`config.mk`:
```
export PLATFORM = sky130hd
export DESIGN_NAME = variable_partition_allocator
export DESIGN_NICKNAME = d
export VERILOG_FILES = /design/src/rtl/vpa_pkg.sv /design/src/rtl/vpa_datapath.sv /design/src/rtl/vpa_ctrl.sv /design/src/rtl/variable_partition_allocator.sv
export VERILOG_INCLUDE_DIRS = /design/src /design/src/rtl
export SDC_FILE = /design/constraint.sdc
export NUM_CORES = 2
export LEC_CHECK = 0
export BUFFER_PORTS_ARGS = -buffer_cell sky130_fd_sc_hd__buf_2
export CORE_MARGIN = 4
export CORE_UTILIZATION = 57
export CTS_BUF_LIST = sky130_fd_sc_hd__clkbuf_4
export CTS_CLUSTER_DIAMETER = 40
export DETAILED_ROUTE_END_ITERATION = 10
export HOLD_SLACK_MARGIN = 0.1
export PLACE_DENSITY = 0.73
export SYNTH_ARGS = -nofsm -noshare
export SYNTH_HDL_FRONTEND = slang
export SYNTH_SLANG_ARGS = --single-unit
```
`constraint.sdc`:
```
create_clock -name clk -period 23 [get_ports clk]
set_input_delay 3.45 -clock clk [delete_from_list [all_inputs] [get_ports clk]]
set_output_delay 3.45 -clock clk [all_outputs]
set_load 0.03 [all_outputs]
```
`src/rtl/variable_partition_allocator_macros.svh`:
```
// Assertion macros shared by the allocator modules.
`ifndef VARIABLE_PARTITION_ALLOCATOR_MACROS_SVH
`define VARIABLE_PARTITION_ALLOCATOR_MACROS_SVH

// The antecedent implies the consequent in the same cycle.
`define VPA_ASSERT_NOW(lbl, ante, cons) \
    lbl: assert property (@(posedge clk) disable iff (!rst_n) (ante) |-> (cons)) \
        else $error("allocator check failed");

// The antecedent implies the consequent in the next cycle.
`define VPA_ASSERT_NEXT(lbl, ante, cons) \
    lbl: assert property (@(posedge clk) disable iff (!rst_n) (ante) |=> (cons)) \
        else $error("allocator check failed");

`endif

```
`src/rtl/vpa_pkg.sv`:
```
package vpa_pkg;

    localparam int MAX_SEGMENTS_DEF = 64;
    localparam int ADDR_BITS_DEF    = 20;
    localparam int AMT_W            = 21;
    localparam int ID_W             = 16;
    localparam int ST_W             = 3;
    localparam int REQ_W            = 3;

    localparam logic [ID_W-1:0] ID_MAX = 16'hFFFF;

    localparam logic [REQ_W-1:0] REQ_FIRST = 3'd0;
    localparam logic [REQ_W-1:0] REQ_BEST  = 3'd1;
    localparam logic [REQ_W-1:0] REQ_WORST = 3'd2;
    localparam logic [REQ_W-1:0] REQ_FREE  = 3'd3;
    localparam logic [REQ_W-1:0] REQ_INIT  = 3'd4;

    localparam logic [ST_W-1:0] ST_OK    = 3'd0;
    localparam logic [ST_W-1:0] ST_NOFIT = 3'd1;
    localparam logic [ST_W-1:0] ST_BADID = 3'd2;
    localparam logic [ST_W-1:0] ST_FULL  = 3'd3;
    localparam logic [ST_W-1:0] ST_ZERO  = 3'd4;

    localparam logic [2:0] WS_MOVE  = 3'd0;
    localparam logic [2:0] WS_PICK  = 3'd1;
    localparam logic [2:0] WS_SPLIT = 3'd2;
    localparam logic [2:0] WS_MERGE = 3'd3;
    localparam logic [2:0] WS_INIT  = 3'd4;

    typedef struct packed {
        logic [REQ_W-1:0] req_type;
        logic [AMT_W-1:0] amount;
        logic [ID_W-1:0]  release_id;
    } req_t;

    typedef struct packed {
        logic [ST_W-1:0] status;
        logic [ID_W-1:0] granted_id;
    } rsp_t;

    typedef struct packed {
        logic            load;
        logic            eval;
        logic            cap_next;
        logic            rd_en;
        logic            wr_en;
        logic [2:0]      wr_sel;
        logic            cnt_inc;
        logic            cnt_dec;
        logic            init;
        logic            finish;
        logic            grant;
        logic [ST_W-1:0] st;
    } cmd_t;

    typedef struct packed {
        logic [REQ_W-1:0] req_type;
        logic             amt_zero;
        logic             rid_zero;
        logic             cnt_zero;
        logic             hit;
        logic             found;
        logic             split;
        logic             full;
        logic             pf;
        logic             nf;
    } sts_t;

endpackage

```
`src/rtl/vpa_datapath.sv`:
```
`include "variable_partition_allocator_macros.svh"

module vpa_datapath import vpa_pkg::*; #(
    parameter int MAX_SEGMENTS = MAX_SEGMENTS_DEF,
    parameter int ADDR_BITS    = ADDR_BITS_DEF,
    localparam int IW = $clog2(MAX_SEGMENTS),
    localparam int CW = $clog2(MAX_SEGMENTS + 1)
) (
    input  logic          clk,
    input  logic          rst_n,
    input  req_t          req,
    input  cmd_t          cmd,
    input  logic [IW-1:0] rd_addr,
    input  logic [IW-1:0] wr_addr,
    input  logic [IW-1:0] eval_idx,
    output sts_t          sts,
    output logic [CW-1:0] count,
    output logic [IW-1:0] pick_idx,
    output logic          done,
    output rsp_t          rsp
);

    localparam int SW   = ADDR_BITS + 1;
    localparam int CMPW = (SW > AMT_W) ? SW : AMT_W;
    localparam int EW   = ADDR_BITS + SW + 1 + ID_W;

    logic [EW-1:0] mem [MAX_SEGMENTS];
    logic [EW-1:0] rd_data_reg;
    logic [EW-1:0] wr_data;

    req_t             req_reg;
    logic [CW-1:0]    count_reg;
    logic [ID_W-1:0]  next_id_reg;
    logic             found_reg;
    logic             done_reg;
    rsp_t             rsp_reg;
    logic [IW-1:0]    pick_idx_reg;
    logic [ADDR_BITS-1:0] pick_start_reg;
    logic [SW-1:0]    pick_size_reg;
    logic             prev_free_reg;
    logic [ADDR_BITS-1:0] prev_start_reg;
    logic [SW-1:0]    prev_size_reg;
    logic             nxt_free_reg;
    logic [SW-1:0]    nxt_size_reg;

    logic [ADDR_BITS-1:0] rd_start;
    logic [SW-1:0]    rd_size;
    logic             rd_free;
    logic [ID_W-1:0]  rd_owner;
    logic [CMPW-1:0]  amt_c;
    logic [CMPW-1:0]  lim_c;
    logic [CMPW-1:0]  init_c;
    logic [SW-1:0]    amt_s;
    logic             fit;
    logic             fhit;
    logic             better;
    logic             is_free;
    logic             take;
    logic             pf;
    logic [CW-1:0]    dlt;
    logic [SW-1:0]    merge_size;

    assign rd_start = rd_data_reg[EW-1 -: ADDR_BITS];
    assign rd_size  = rd_data_reg[ID_W+1 +: SW];
    assign rd_free  = rd_data_reg[ID_W];
    assign rd_owner = rd_data_reg[ID_W-1:0];

    assign amt_c  = CMPW'(req_reg.amount);
    assign amt_s  = SW'(req_reg.amount);
    assign lim_c  = CMPW'(1) << ADDR_BITS;
    assign init_c = (amt_c > lim_c) ? lim_c : amt_c;

    assign is_free = (req_reg.req_type == REQ_FREE);
    assign fit     = rd_free && (CMPW'(rd_size) >= amt_c);
    assign fhit    = !rd_free && (rd_owner == req_reg.release_id);
    assign better  = !found_reg
                  || ((req_reg.req_type == REQ_BEST) && (rd_size < pick_size_reg))
                  || ((req_reg.req_type == REQ_WORST) && (rd_size > pick_size_reg));
    assign take    = is_free ? fhit : (fit && better);

    assign pf  = (pick_idx_reg != '0) && prev_free_reg;
    assign dlt = CW'(pf) + CW'(nxt_free_reg);
    assign merge_size = (pf ? prev_size_reg : '0) + pick_size_reg
                      + (nxt_free_reg ? nxt_size_reg : '0);

    always_comb
    begin
        case (cmd.wr_sel)
            WS_PICK:  wr_data = {pick_start_reg, amt_s, 1'b0, next_id_reg};
            WS_SPLIT: wr_data = {pick_start_reg + ADDR_BITS'(req_reg.amount),
                                 pick_size_reg - amt_s, 1'b1, {ID_W{1'b0}}};
            WS_MERGE: wr_data = {(pf ? prev_start_reg : pick_start_reg), merge_size,
                                 1'b1, {ID_W{1'b0}}};
            WS_INIT:  wr_data = {{ADDR_BITS{1'b0}}, SW'(init_c), 1'b1, {ID_W{1'b0}}};
            default:  wr_data = rd_data_reg;
        endcase
    end

    always_ff @(posedge clk)
    begin
        if (cmd.wr_en)
        begin
            mem[wr_addr] <= wr_data;
        end
        if (cmd.rd_en)
        begin
            rd_data_reg <= mem[rd_addr];
        end
    end

    always_ff @(posedge clk)
    begin
        if (cmd.load)
        begin
            req_reg <= req;
        end
        if (cmd.eval)
        begin
            if (take)
            begin
                pick_idx_reg   <= eval_idx;
                pick_start_reg <= rd_start;
                pick_size_reg  <= rd_size;
            end
            if (!(is_free && fhit))
            begin
                prev_free_reg  <= rd_free;
                prev_start_reg <= rd_start;
                prev_size_reg  <= rd_size;
            end
        end
        if (cmd.cap_next)
        begin
            nxt_free_reg <= (CW'(pick_idx_reg) + CW'(1) < count_reg) && rd_free;
            nxt_size_reg <= rd_size;
        end
        if (cmd.finish)
        begin
            rsp_reg.status     <= cmd.st;
            rsp_reg.granted_id <= cmd.grant ? next_id_reg : '0;
        end
    end

    always_ff @(posedge clk or negedge rst_n)
    begin
        if (!rst_n)
        begin
            count_reg   <= '0;
            next_id_reg <= ID_W'(1);
            found_reg   <= 1'b0;
            done_reg    <= 1'b0;
        end
        else
        begin
            done_reg <= cmd.finish;
            if (cmd.load)
            begin
                found_reg <= 1'b0;
            end
            else if (cmd.eval && take)
            begin
                found_reg <= 1'b1;
            end
            if (cmd.init)
            begin
                count_reg   <= (req_reg.amount == '0) ? '0 : CW'(1);
                next_id_reg <= ID_W'(1);
            end
            else if (cmd.cnt_inc)
            begin
                count_reg <= count_reg + CW'(1);
            end
            else if (cmd.cnt_dec)
            begin
                count_reg <= count_reg - dlt;
            end
            if (cmd.grant)
            begin
                next_id_reg <= (next_id_reg == ID_MAX) ? ID_W'(1) : next_id_reg + ID_W'(1);
            end
        end
    end

    assign sts.req_type = req_reg.req_type;
    assign sts.amt_zero = (req_reg.amount == '0);
    assign sts.rid_zero = (req_reg.release_id == '0);
    assign sts.cnt_zero = (count_reg == '0);
    assign sts.hit      = is_free ? fhit : fit;
    assign sts.found    = found_reg;
    assign sts.split    = CMPW'(pick_size_reg) > amt_c;
    assign sts.full     = (count_reg >= CW'(MAX_SEGMENTS));
    assign sts.pf       = pf;
    assign sts.nf       = nxt_free_reg;

    assign count    = count_reg;
    assign pick_idx = pick_idx_reg;
    assign done     = done_reg;
    assign rsp      = rsp_reg;

    `VPA_ASSERT_NOW(a_count_bound, 1'b1, count_reg <= CW'(MAX_SEGMENTS))
    `VPA_ASSERT_NOW(a_id_nonzero, 1'b1, next_id_reg != '0)
    `VPA_ASSERT_NEXT(a_grant_ok, cmd.grant, done_reg && (rsp_reg.status == ST_OK))

endmodule

```
`src/rtl/vpa_ctrl.sv`:
```
`include "variable_partition_allocator_macros.svh"

module vpa_ctrl import vpa_pkg::*; #(
    parameter int MAX_SEGMENTS = MAX_SEGMENTS_DEF,
    localparam int IW = $clog2(MAX_SEGMENTS),
    localparam int CW = $clog2(MAX_SEGMENTS + 1)
) (
    input  logic          clk,
    input  logic          rst_n,
    input  logic          start,
    output logic          busy,
    input  sts_t          sts,
    input  logic [CW-1:0] count,
    input  logic [IW-1:0] pick_idx,
    output cmd_t          cmd,
    output logic [IW-1:0] rd_addr,
    output logic [IW-1:0] wr_addr,
    output logic [IW-1:0] eval_idx
);

    localparam logic [3:0] S_IDLE   = 4'd0;
    localparam logic [3:0] S_DECODE = 4'd1;
    localparam logic [3:0] S_SCAN   = 4'd2;
    localparam logic [3:0] S_AL_DEC = 4'd3;
    localparam logic [3:0] S_FR_NXT = 4'd4;
    localparam logic [3:0] S_FR_DEC = 4'd5;
    localparam logic [3:0] S_MOVE   = 4'd6;
    localparam logic [3:0] S_SPLIT  = 4'd7;
    localparam logic [3:0] S_PICK   = 4'd8;
    localparam logic [3:0] S_FR_FIN = 4'd9;

    logic [3:0]    state_reg, state_next;
    logic [3:0]    after_reg, after_next;
    logic [CW-1:0] rptr_reg, rptr_next;
    logic [IW-1:0] eidx_reg, eidx_next;
    logic          ev_v_reg, ev_v_next;
    logic [IW-1:0] src_reg, src_next;
    logic [IW-1:0] wptr_reg, wptr_next;
    logic [CW-1:0] rem_reg, rem_next;
    logic          pend_reg, pend_next;
    logic          up_reg, up_next;
    logic [1:0]    dlt_reg, dlt_next;

    logic          scan_rd;
    logic          last;
    logic          stop;
    logic [IW-1:0] tgt;
    logic [CW-1:0] base;

    assign scan_rd = (rptr_reg < count);
    assign last    = (CW'(eidx_reg) + CW'(1) == count);
    assign stop    = sts.hit && ((sts.req_type == REQ_FIRST) || (sts.req_type == REQ_FREE));
    assign tgt     = sts.pf ? pick_idx - IW'(1) : pick_idx;
    assign base    = CW'(tgt) + CW'(1) + CW'(sts.pf) + CW'(sts.nf);

    always_comb
    begin
        state_next = state_reg;
        after_next = after_reg;
        rptr_next  = rptr_reg;
        eidx_next  = eidx_reg;
        ev_v_next  = 1'b0;
        src_next   = src_reg;
        wptr_next  = wptr_reg;
        rem_next   = rem_reg;
        pend_next  = pend_reg;
        up_next    = up_reg;
        dlt_next   = dlt_reg;
        cmd        = '0;
        cmd.wr_sel = WS_MOVE;
        cmd.st     = ST_OK;
        rd_addr    = src_reg;
        wr_addr    = wptr_reg;
        eval_idx   = eidx_reg;

        unique case (state_reg)
            S_IDLE:
            begin
                if (start)
                begin
                    cmd.load   = 1'b1;
                    state_next = S_DECODE;
                end
            end
            S_DECODE:
            begin
                rptr_next = '0;
                case (sts.req_type)
                    REQ_FIRST, REQ_BEST, REQ_WORST:
                    begin
                        if (sts.amt_zero)
                        begin
                            cmd.finish = 1'b1;
                            cmd.st     = ST_ZERO;
                            state_next = S_IDLE;
                        end
                        else if (sts.cnt_zero)
                        begin
                            cmd.finish = 1'b1;
                            cmd.st     = ST_NOFIT;
                            state_next = S_IDLE;
                        end
                        else
                        begin
                            state_next = S_SCAN;
                        end
                    end
                    REQ_FREE:
                    begin
                        if (sts.rid_zero || sts.cnt_zero)
                        begin
                            cmd.finish = 1'b1;
                            cmd.st     = ST_BADID;
                            state_next = S_IDLE;
                        end
                        else
                        begin
                            state_next = S_SCAN;
                        end
                    end
                    REQ_INIT:
                    begin
                        cmd.init   = 1'b1;
                        cmd.wr_en  = !sts.amt_zero;
                        cmd.wr_sel = WS_INIT;
                        wr_addr    = '0;
                        cmd.finish = 1'b1;
                        cmd.st     = sts.amt_zero ? ST_ZERO : ST_OK;
                        state_next = S_IDLE;
                    end
                    default:
                    begin
                        cmd.finish = 1'b1;
                        state_next = S_IDLE;
                    end
                endcase
            end
            S_SCAN:
            begin
                rd_addr   = rptr_reg[IW-1:0];
                cmd.rd_en = scan_rd;
                cmd.eval  = ev_v_reg;
                if (scan_rd)
                begin
                    rptr_next = rptr_reg + CW'(1);
                    eidx_next = rptr_reg[IW-1:0];
                end
                if (ev_v_reg && stop)
                begin
                    state_next = (sts.req_type == REQ_FREE) ? S_FR_NXT : S_AL_DEC;
                end
                else if (ev_v_reg && last)
                begin
                    if (sts.req_type == REQ_FREE)
                    begin
                        cmd.finish = 1'b1;
                        cmd.st     = ST_BADID;
                        state_next = S_IDLE;
                    end
                    else
                    begin
                        state_next = S_AL_DEC;
                    end
                end
                else
                begin
                    ev_v_next = scan_rd;
                end
            end
            S_AL_DEC:
            begin
                if (!sts.found)
                begin
                    cmd.finish = 1'b1;
                    cmd.st     = ST_NOFIT;
                    state_next = S_IDLE;
                end
                else if (sts.split && sts.full)
                begin
                    cmd.finish = 1'b1;
                    cmd.st     = ST_FULL;
                    state_next = S_IDLE;
                end
                else if (sts.split)
                begin
                    up_next    = 1'b1;
                    src_next   = IW'(count - CW'(1));
                    rem_next   = count - CW'(1) - CW'(pick_idx);
                    pend_next  = 1'b0;
                    after_next = S_SPLIT;
                    state_next = S_MOVE;
                end
                else
                begin
                    state_next = S_PICK;
                end
            end
            S_FR_NXT:
            begin
                cmd.cap_next = 1'b1;
                state_next   = S_FR_DEC;
            end
            S_FR_DEC:
            begin
                cmd.wr_en  = 1'b1;
                cmd.wr_sel = WS_MERGE;
                wr_addr    = tgt;
                up_next    = 1'b0;
                dlt_next   = 2'(sts.pf) + 2'(sts.nf);
                src_next   = base[IW-1:0];
                rem_next   = count - base;
                pend_next  = 1'b0;
                after_next = S_FR_FIN;
                state_next = S_MOVE;
            end
            S_MOVE:
            begin
                cmd.rd_en = (rem_reg != '0);
                cmd.wr_en = pend_reg;
                pend_next = (rem_reg != '0);
                if (rem_reg != '0)
                begin
                    rem_next  = rem_reg - CW'(1);
                    src_next  = up_reg ? src_reg - IW'(1) : src_reg + IW'(1);
                    wptr_next = up_reg ? src_reg + IW'(1) : src_reg - IW'(dlt_reg);
                end
                else if (!pend_reg)
                begin
                    state_next = after_reg;
                end
            end
            S_SPLIT:
            begin
                cmd.wr_en   = 1'b1;
                cmd.wr_sel  = WS_SPLIT;
                wr_addr     = pick_idx + IW'(1);
                cmd.cnt_inc = 1'b1;
                state_next  = S_PICK;
            end
            S_PICK:
            begin
                cmd.wr_en  = 1'b1;
                cmd.wr_sel = WS_PICK;
                wr_addr    = pick_idx;
                cmd.grant  = 1'b1;
                cmd.finish = 1'b1;
                state_next = S_IDLE;
            end
            S_FR_FIN:
            begin
                cmd.cnt_dec = 1'b1;
                cmd.finish  = 1'b1;
                state_next  = S_IDLE;
            end
            default:
            begin
                state_next = S_IDLE;
            end
        endcase
    end

    always_ff @(posedge clk or negedge rst_n)
    begin
        if (!rst_n)
        begin
            state_reg <= S_IDLE;
            after_reg <= S_IDLE;
            rptr_reg  <= '0;
            eidx_reg  <= '0;
            ev_v_reg  <= 1'b0;
            src_reg   <= '0;
            wptr_reg  <= '0;
            rem_reg   <= '0;
            pend_reg  <= 1'b0;
            up_reg    <= 1'b0;
            dlt_reg   <= '0;
        end
        else
        begin
            state_reg <= state_next;
            after_reg <= after_next;
            rptr_reg  <= rptr_next;
            eidx_reg  <= eidx_next;
            ev_v_reg  <= ev_v_next;
            src_reg   <= src_next;
            wptr_reg  <= wptr_next;
            rem_reg   <= rem_next;
            pend_reg  <= pend_next;
            up_reg    <= up_next;
            dlt_reg   <= dlt_next;
        end
    end

    assign busy = (state_reg != S_IDLE);

    `VPA_ASSERT_NOW(a_idle_quiet, state_reg == S_IDLE, !cmd.wr_en && !cmd.rd_en)
    `VPA_ASSERT_NEXT(a_finish_idle, cmd.finish, state_reg == S_IDLE)
    `VPA_ASSERT_NOW(a_move_apart, (state_reg == S_MOVE) && cmd.rd_en && cmd.wr_en,
        rd_addr != wr_addr)

endmodule

```
`src/rtl/variable_partition_allocator.sv`:
```
// Segment allocator with first, best and worst fit and merging on release.
// Requests enter on start with the req struct and are taken when busy is low.
// req_type selects first fit, best fit, worst fit, free or init; amount is the
// request size or the managed memory size, and release_id names the item to
// release. Every request produces exactly one result: done is high for one
// cycle with rsp carrying status and granted_id, and the receiver cannot
// stall it, so a result is never held back.
// The time a request takes is set by the scan of the segment table over the
// live segments and, when a split or a merge moves the table tail, by the
// shift, which moves one entry per cycle, plus bookkeeping around the shift.
// busy stays high until the result is produced, and the result appears in
// the cycle in which busy falls.
// Reset empties the table and restarts the id counter at one; no clearing
// pass is needed since only live entries are ever read.
module variable_partition_allocator import vpa_pkg::*; #(
    parameter int MAX_SEGMENTS = MAX_SEGMENTS_DEF,
    parameter int ADDR_BITS    = ADDR_BITS_DEF
) (
    input  logic clk,
    input  logic rst_n,
    input  logic start,
    output logic busy,
    input  req_t req,
    output logic done,
    output rsp_t rsp
);

    localparam int IW = $clog2(MAX_SEGMENTS);
    localparam int CW = $clog2(MAX_SEGMENTS + 1);

    cmd_t          cmd;
    sts_t          sts;
    logic [CW-1:0] count;
    logic [IW-1:0] pick_idx;
    logic [IW-1:0] rd_addr;
    logic [IW-1:0] wr_addr;
    logic [IW-1:0] eval_idx;

    vpa_ctrl #(
        .MAX_SEGMENTS(MAX_SEGMENTS)
    ) u_ctrl (
        .clk      (clk),
        .rst_n    (rst_n),
        .start    (start),
        .busy     (busy),
        .sts      (sts),
        .count    (count),
        .pick_idx (pick_idx),
        .cmd      (cmd),
        .rd_addr  (rd_addr),
        .wr_addr  (wr_addr),
        .eval_idx (eval_idx)
    );

    vpa_datapath #(
        .MAX_SEGMENTS(MAX_SEGMENTS),
        .ADDR_BITS   (ADDR_BITS)
    ) u_datapath (
        .clk      (clk),
        .rst_n    (rst_n),
        .req      (req),
        .cmd      (cmd),
        .rd_addr  (rd_addr),
        .wr_addr  (wr_addr),
        .eval_idx (eval_idx),
        .sts      (sts),
        .count    (count),
        .pick_idx (pick_idx),
        .done     (done),
        .rsp      (rsp)
    );

endmodule

```
==> key figures <==
Final layout
  – Commonest non-fill, non-tap cell in the layout: edfxtp_1
  – Syn-to-layout area delta: 10.8%
  – Layout cells sized above 1: 21.4%
  – Number of flip-flops under the largest register name: roughly 2400
  – Final Util: 63.8%
  – Most frequent cells in the layout: edfxtp_1 (2600), nand2_1 (1018), clkbuf_4 (935), nand3_1 (327), mux4_2 (308)
  – Total Nets Final: 7393

Detailed routing
  – Drt drc: 0
  – Uppermost layer routed: met5
  – Vias/cell: 6.58
  – First-pass DRT Iterations: 7
  – Met3 wire length: 46600 um
  – Post-DRT Antenna Nets: 0
  – DRT iter0 DRCs: 9516
  – Met2 Routed Length: between 100000 and 150000 um
  – Final WL: 315000 um
  – Drt wl/cell: 31.0 um
  – Via count: 66700
  – Met1 WL: 111000 um

Die
  – Core area: between 150000 and 200000 sq um
  – Die Span X: 444 um
  – IO Pins: 64
  – Cell Rows: ~160
  – Total die area: 197000 sq um
  – Die Y: between 400 and 500 um
  – Initial Util: 57.6%

Min path
  – Worst hold path class: flip-flop to flip-flop

Timing
  – Period utilisation layout: between 20% and 30%
  – Fin. Hold Viols: 0
  – F_max: 0.152 GHz
  – Minimum clock period after layout: 6590 ps
  – Slew Limit Fails: 0
  – Final Skew: 144 ps
  – Setup Viol. Count Final: 0
  – Tightest Pin Transition: roughly 1300 ps
  – Max-slew headroom: between 10% and 20%
  – Sum Neg Setup Slack: 0 ps
  – RSZ-0062 raised after global routing: no

Power and ir drop
  – PwrDens: 140 nW/um^2
  – Leakage: 0.0404 uW
  – Maximum vdd drop: between 0.2 and 0.25 mV

Logic synthesis
  – Yosys top cell area share: 72.0%
  – Synth Register Bits: 2668
  – Mapped Cells: 6685
  – Synth top area cells: edfxtp_1 (72%), mux4_2 (6.4%), nand2_1 (3.5%), mux2i_1 (1.6%), dfrtp_1 (1.5%)
  – Asr flop ratio synth: 2.55%
  – Synth Area per Inst: 16.2 sq um
  – Yosys warning count: 0
  – Primary FF master, synth: edfxtp_1
  – Post-synth EDFFs: 2600
  – Syn nets: 6883
  – Main combinational cell family by area after synthesis: multiplexers
  – Seq/Total Area, Yosys: between 70% and 80%
  – Post-synthesis xor/xnor area fraction: less than 1%
  – Post-synthesis mux area share: between 8 and 9%
  – Netlist cell types: 83
  – Synth Area in Compound Gates: around 5.4%
  – Netlist Area Pre-Place: ~110000 sq um
  – Simple-gate portion of the synthesized area: 7.94%
  – Post-synthesis adder-cell area fraction: 1.98%
  – Synth area leader: edfxtp_1

Clocking
  – Clock Pin Slew Worst Setup and Hold Paths: 80 ps
  – CTS max path bufs: 4
  – Root Driver: clkbuf_4
  – Num CTS Buffers: 662
  – Worst-Skew Late Latency: 1480 ps
  – Clock Sinks: 2668
  – H-tree depth: 6
  – Post-CTS Repair Setup Buffers: 0
  – Post-CTS Hold Buffers: 0
  – Post-cts sizing count: 0
  – CTS tree: yes

Worst setup path
  – Max stage delay cell, worst path: buf_4
  – Critical Path RT: ~24000 ps
  – Buf+Inv Stages, Crit Path: 4
  – WS Path Type: flip-flop to flip-flop
  – R2R setup slack: approximately 16000 ps
  – Worst Path Max Fanout: 127
  – CP max stage delay: 820 ps
  – Most Frequent Cell on Critical Path: buf_4
  – Startpoint types: flip-flop
  – Crit-path leading delay family: buffers and inverters
  – Crit path capture type: flip-flop
  – Worst-path cell chain: nor4b_4, mux2_8, buf_4, buf_4, buf_12, buf_4, mux4_2, a22oi_1, a21oi_1, or4_1
  – Worst Path Arrival: approximately 7700 ps

Placement
  – Post-detail-place hpwl: around 160000 um
  – Port bufs: 63
  – Routability cong.: 0.938

Status
  – Outcome: completed

GRT
  – Largest net degree at the start of global routing: 138
  – First-pass GRT wire length: 451000 um
  – Number of global-route vias before repair: 65700
  – Antenna violations before repair: 17
  – Total global-route track usage: between 30% and 40%
  – GR Overflow Total: 0

Flow run
  – MaxCap Viol Count: 0
cell families after synthesis:
| logic type | Yosys count |
|---|---|
| DFF | 2668 |
| xor gates and xnor gates | 105 |
| muxes | 498 |
| adders and majority gates | 156 |
| and+or+nand+nor | 1901 |
| buffers and inverters | 490 |
| AOI/OAI and AO/OA | 867 |
cell type report:
cell class / instances / area [sq um]
clock inverter: 167 / 973
inverter: 122 / 458
tap: 2495 / 3120
multi-input combinational: 3527 / 27200
timing repair buffer: 214 / 1540
sequential: 2668 / 79800
antenna: 20 / 50.0
fill: 13000 / 68200
clock buffer: 935 / 7020
metal layers:
| metal | track usage (%) | vias to the layer above |
|---|---|---|
| li1 | - | 27600 |
| met1 | 42.4 | 33100 |
| met4 | 14.8 | 10 |
| met5 | 0 | - |
| met2 | 47.9 | 5177 |
| met3 | 10.6 | 883 |
synth_stat cells (9+ instances only):
cell	instances
edfxtp_1	2600
nand2_1	1022
nand3_1	328
mux4_2	308
a21oi_1	241
clkbuf_1	188
mux2i_1	178
nor2_1	178
nand4_1	152
a22oi_1	151
a32oi_1	147
ha_1	128
inv_1	122
o21ai_0	116
buf_2	110
dfrtp_1	67
xor2_1	57
xnor2_1	47
a21o_1	45
a31oi_1	41
or4_1	36
and2_1	32
buf_4	29
fa_1	27
nor4_1	26
buf_6	22
nor3_1	22
and3_1	21
buf_1	19
nor2b_1	19
nand2b_1	18
a211oi_1	13
o211ai_1	11
o21a_1	11
a221oi_1	10
o31ai_1	10
a222oi_1	9
power breakdown:
part | internal, uW | switching, uW | total, uW
logic | 2020 | 4390 | 6410
registers | 6360 | 243 | 6610
clock network | 1990 | 1850 | 3840
total | 10400 | 6480 | 16900
worst paths after layout:
check | endpoint | start | cells past startpoint
min | u_ctrl.after_reg[0] | u_ctrl.after_reg[0] | 1
min in group asynchronous | u_datapath.next_id_reg[8] | rst_n | 2
max reg2reg | u_datapath.rd_data_reg[28] | u_ctrl.state_reg[0] | 10
max | u_datapath.rd_data_reg[28] | u_ctrl.state_reg[0] | 10
min reg2reg | u_ctrl.after_reg[0] | u_ctrl.after_reg[0] | 1
max in group asynchronous | u_ctrl.state_reg[0] | rst_n | 2
stage by stage:
stage                     cells  total power (uW)  setup WS (ps)  hold WS [ps]  instance area (sq um)
after floorplan            6685             10800          15230           434                 108000
after global placement     9026             12800          16480           456                 112000
after detailed placement   9026             13000          16410           460                 112000
after CTS                 10100             16800          16410           473                 120000
after global routing      10100             17600          16080           499                 120000
final                     10100             16900          16410           473                 120000
(Power assumes the default switching activity.)
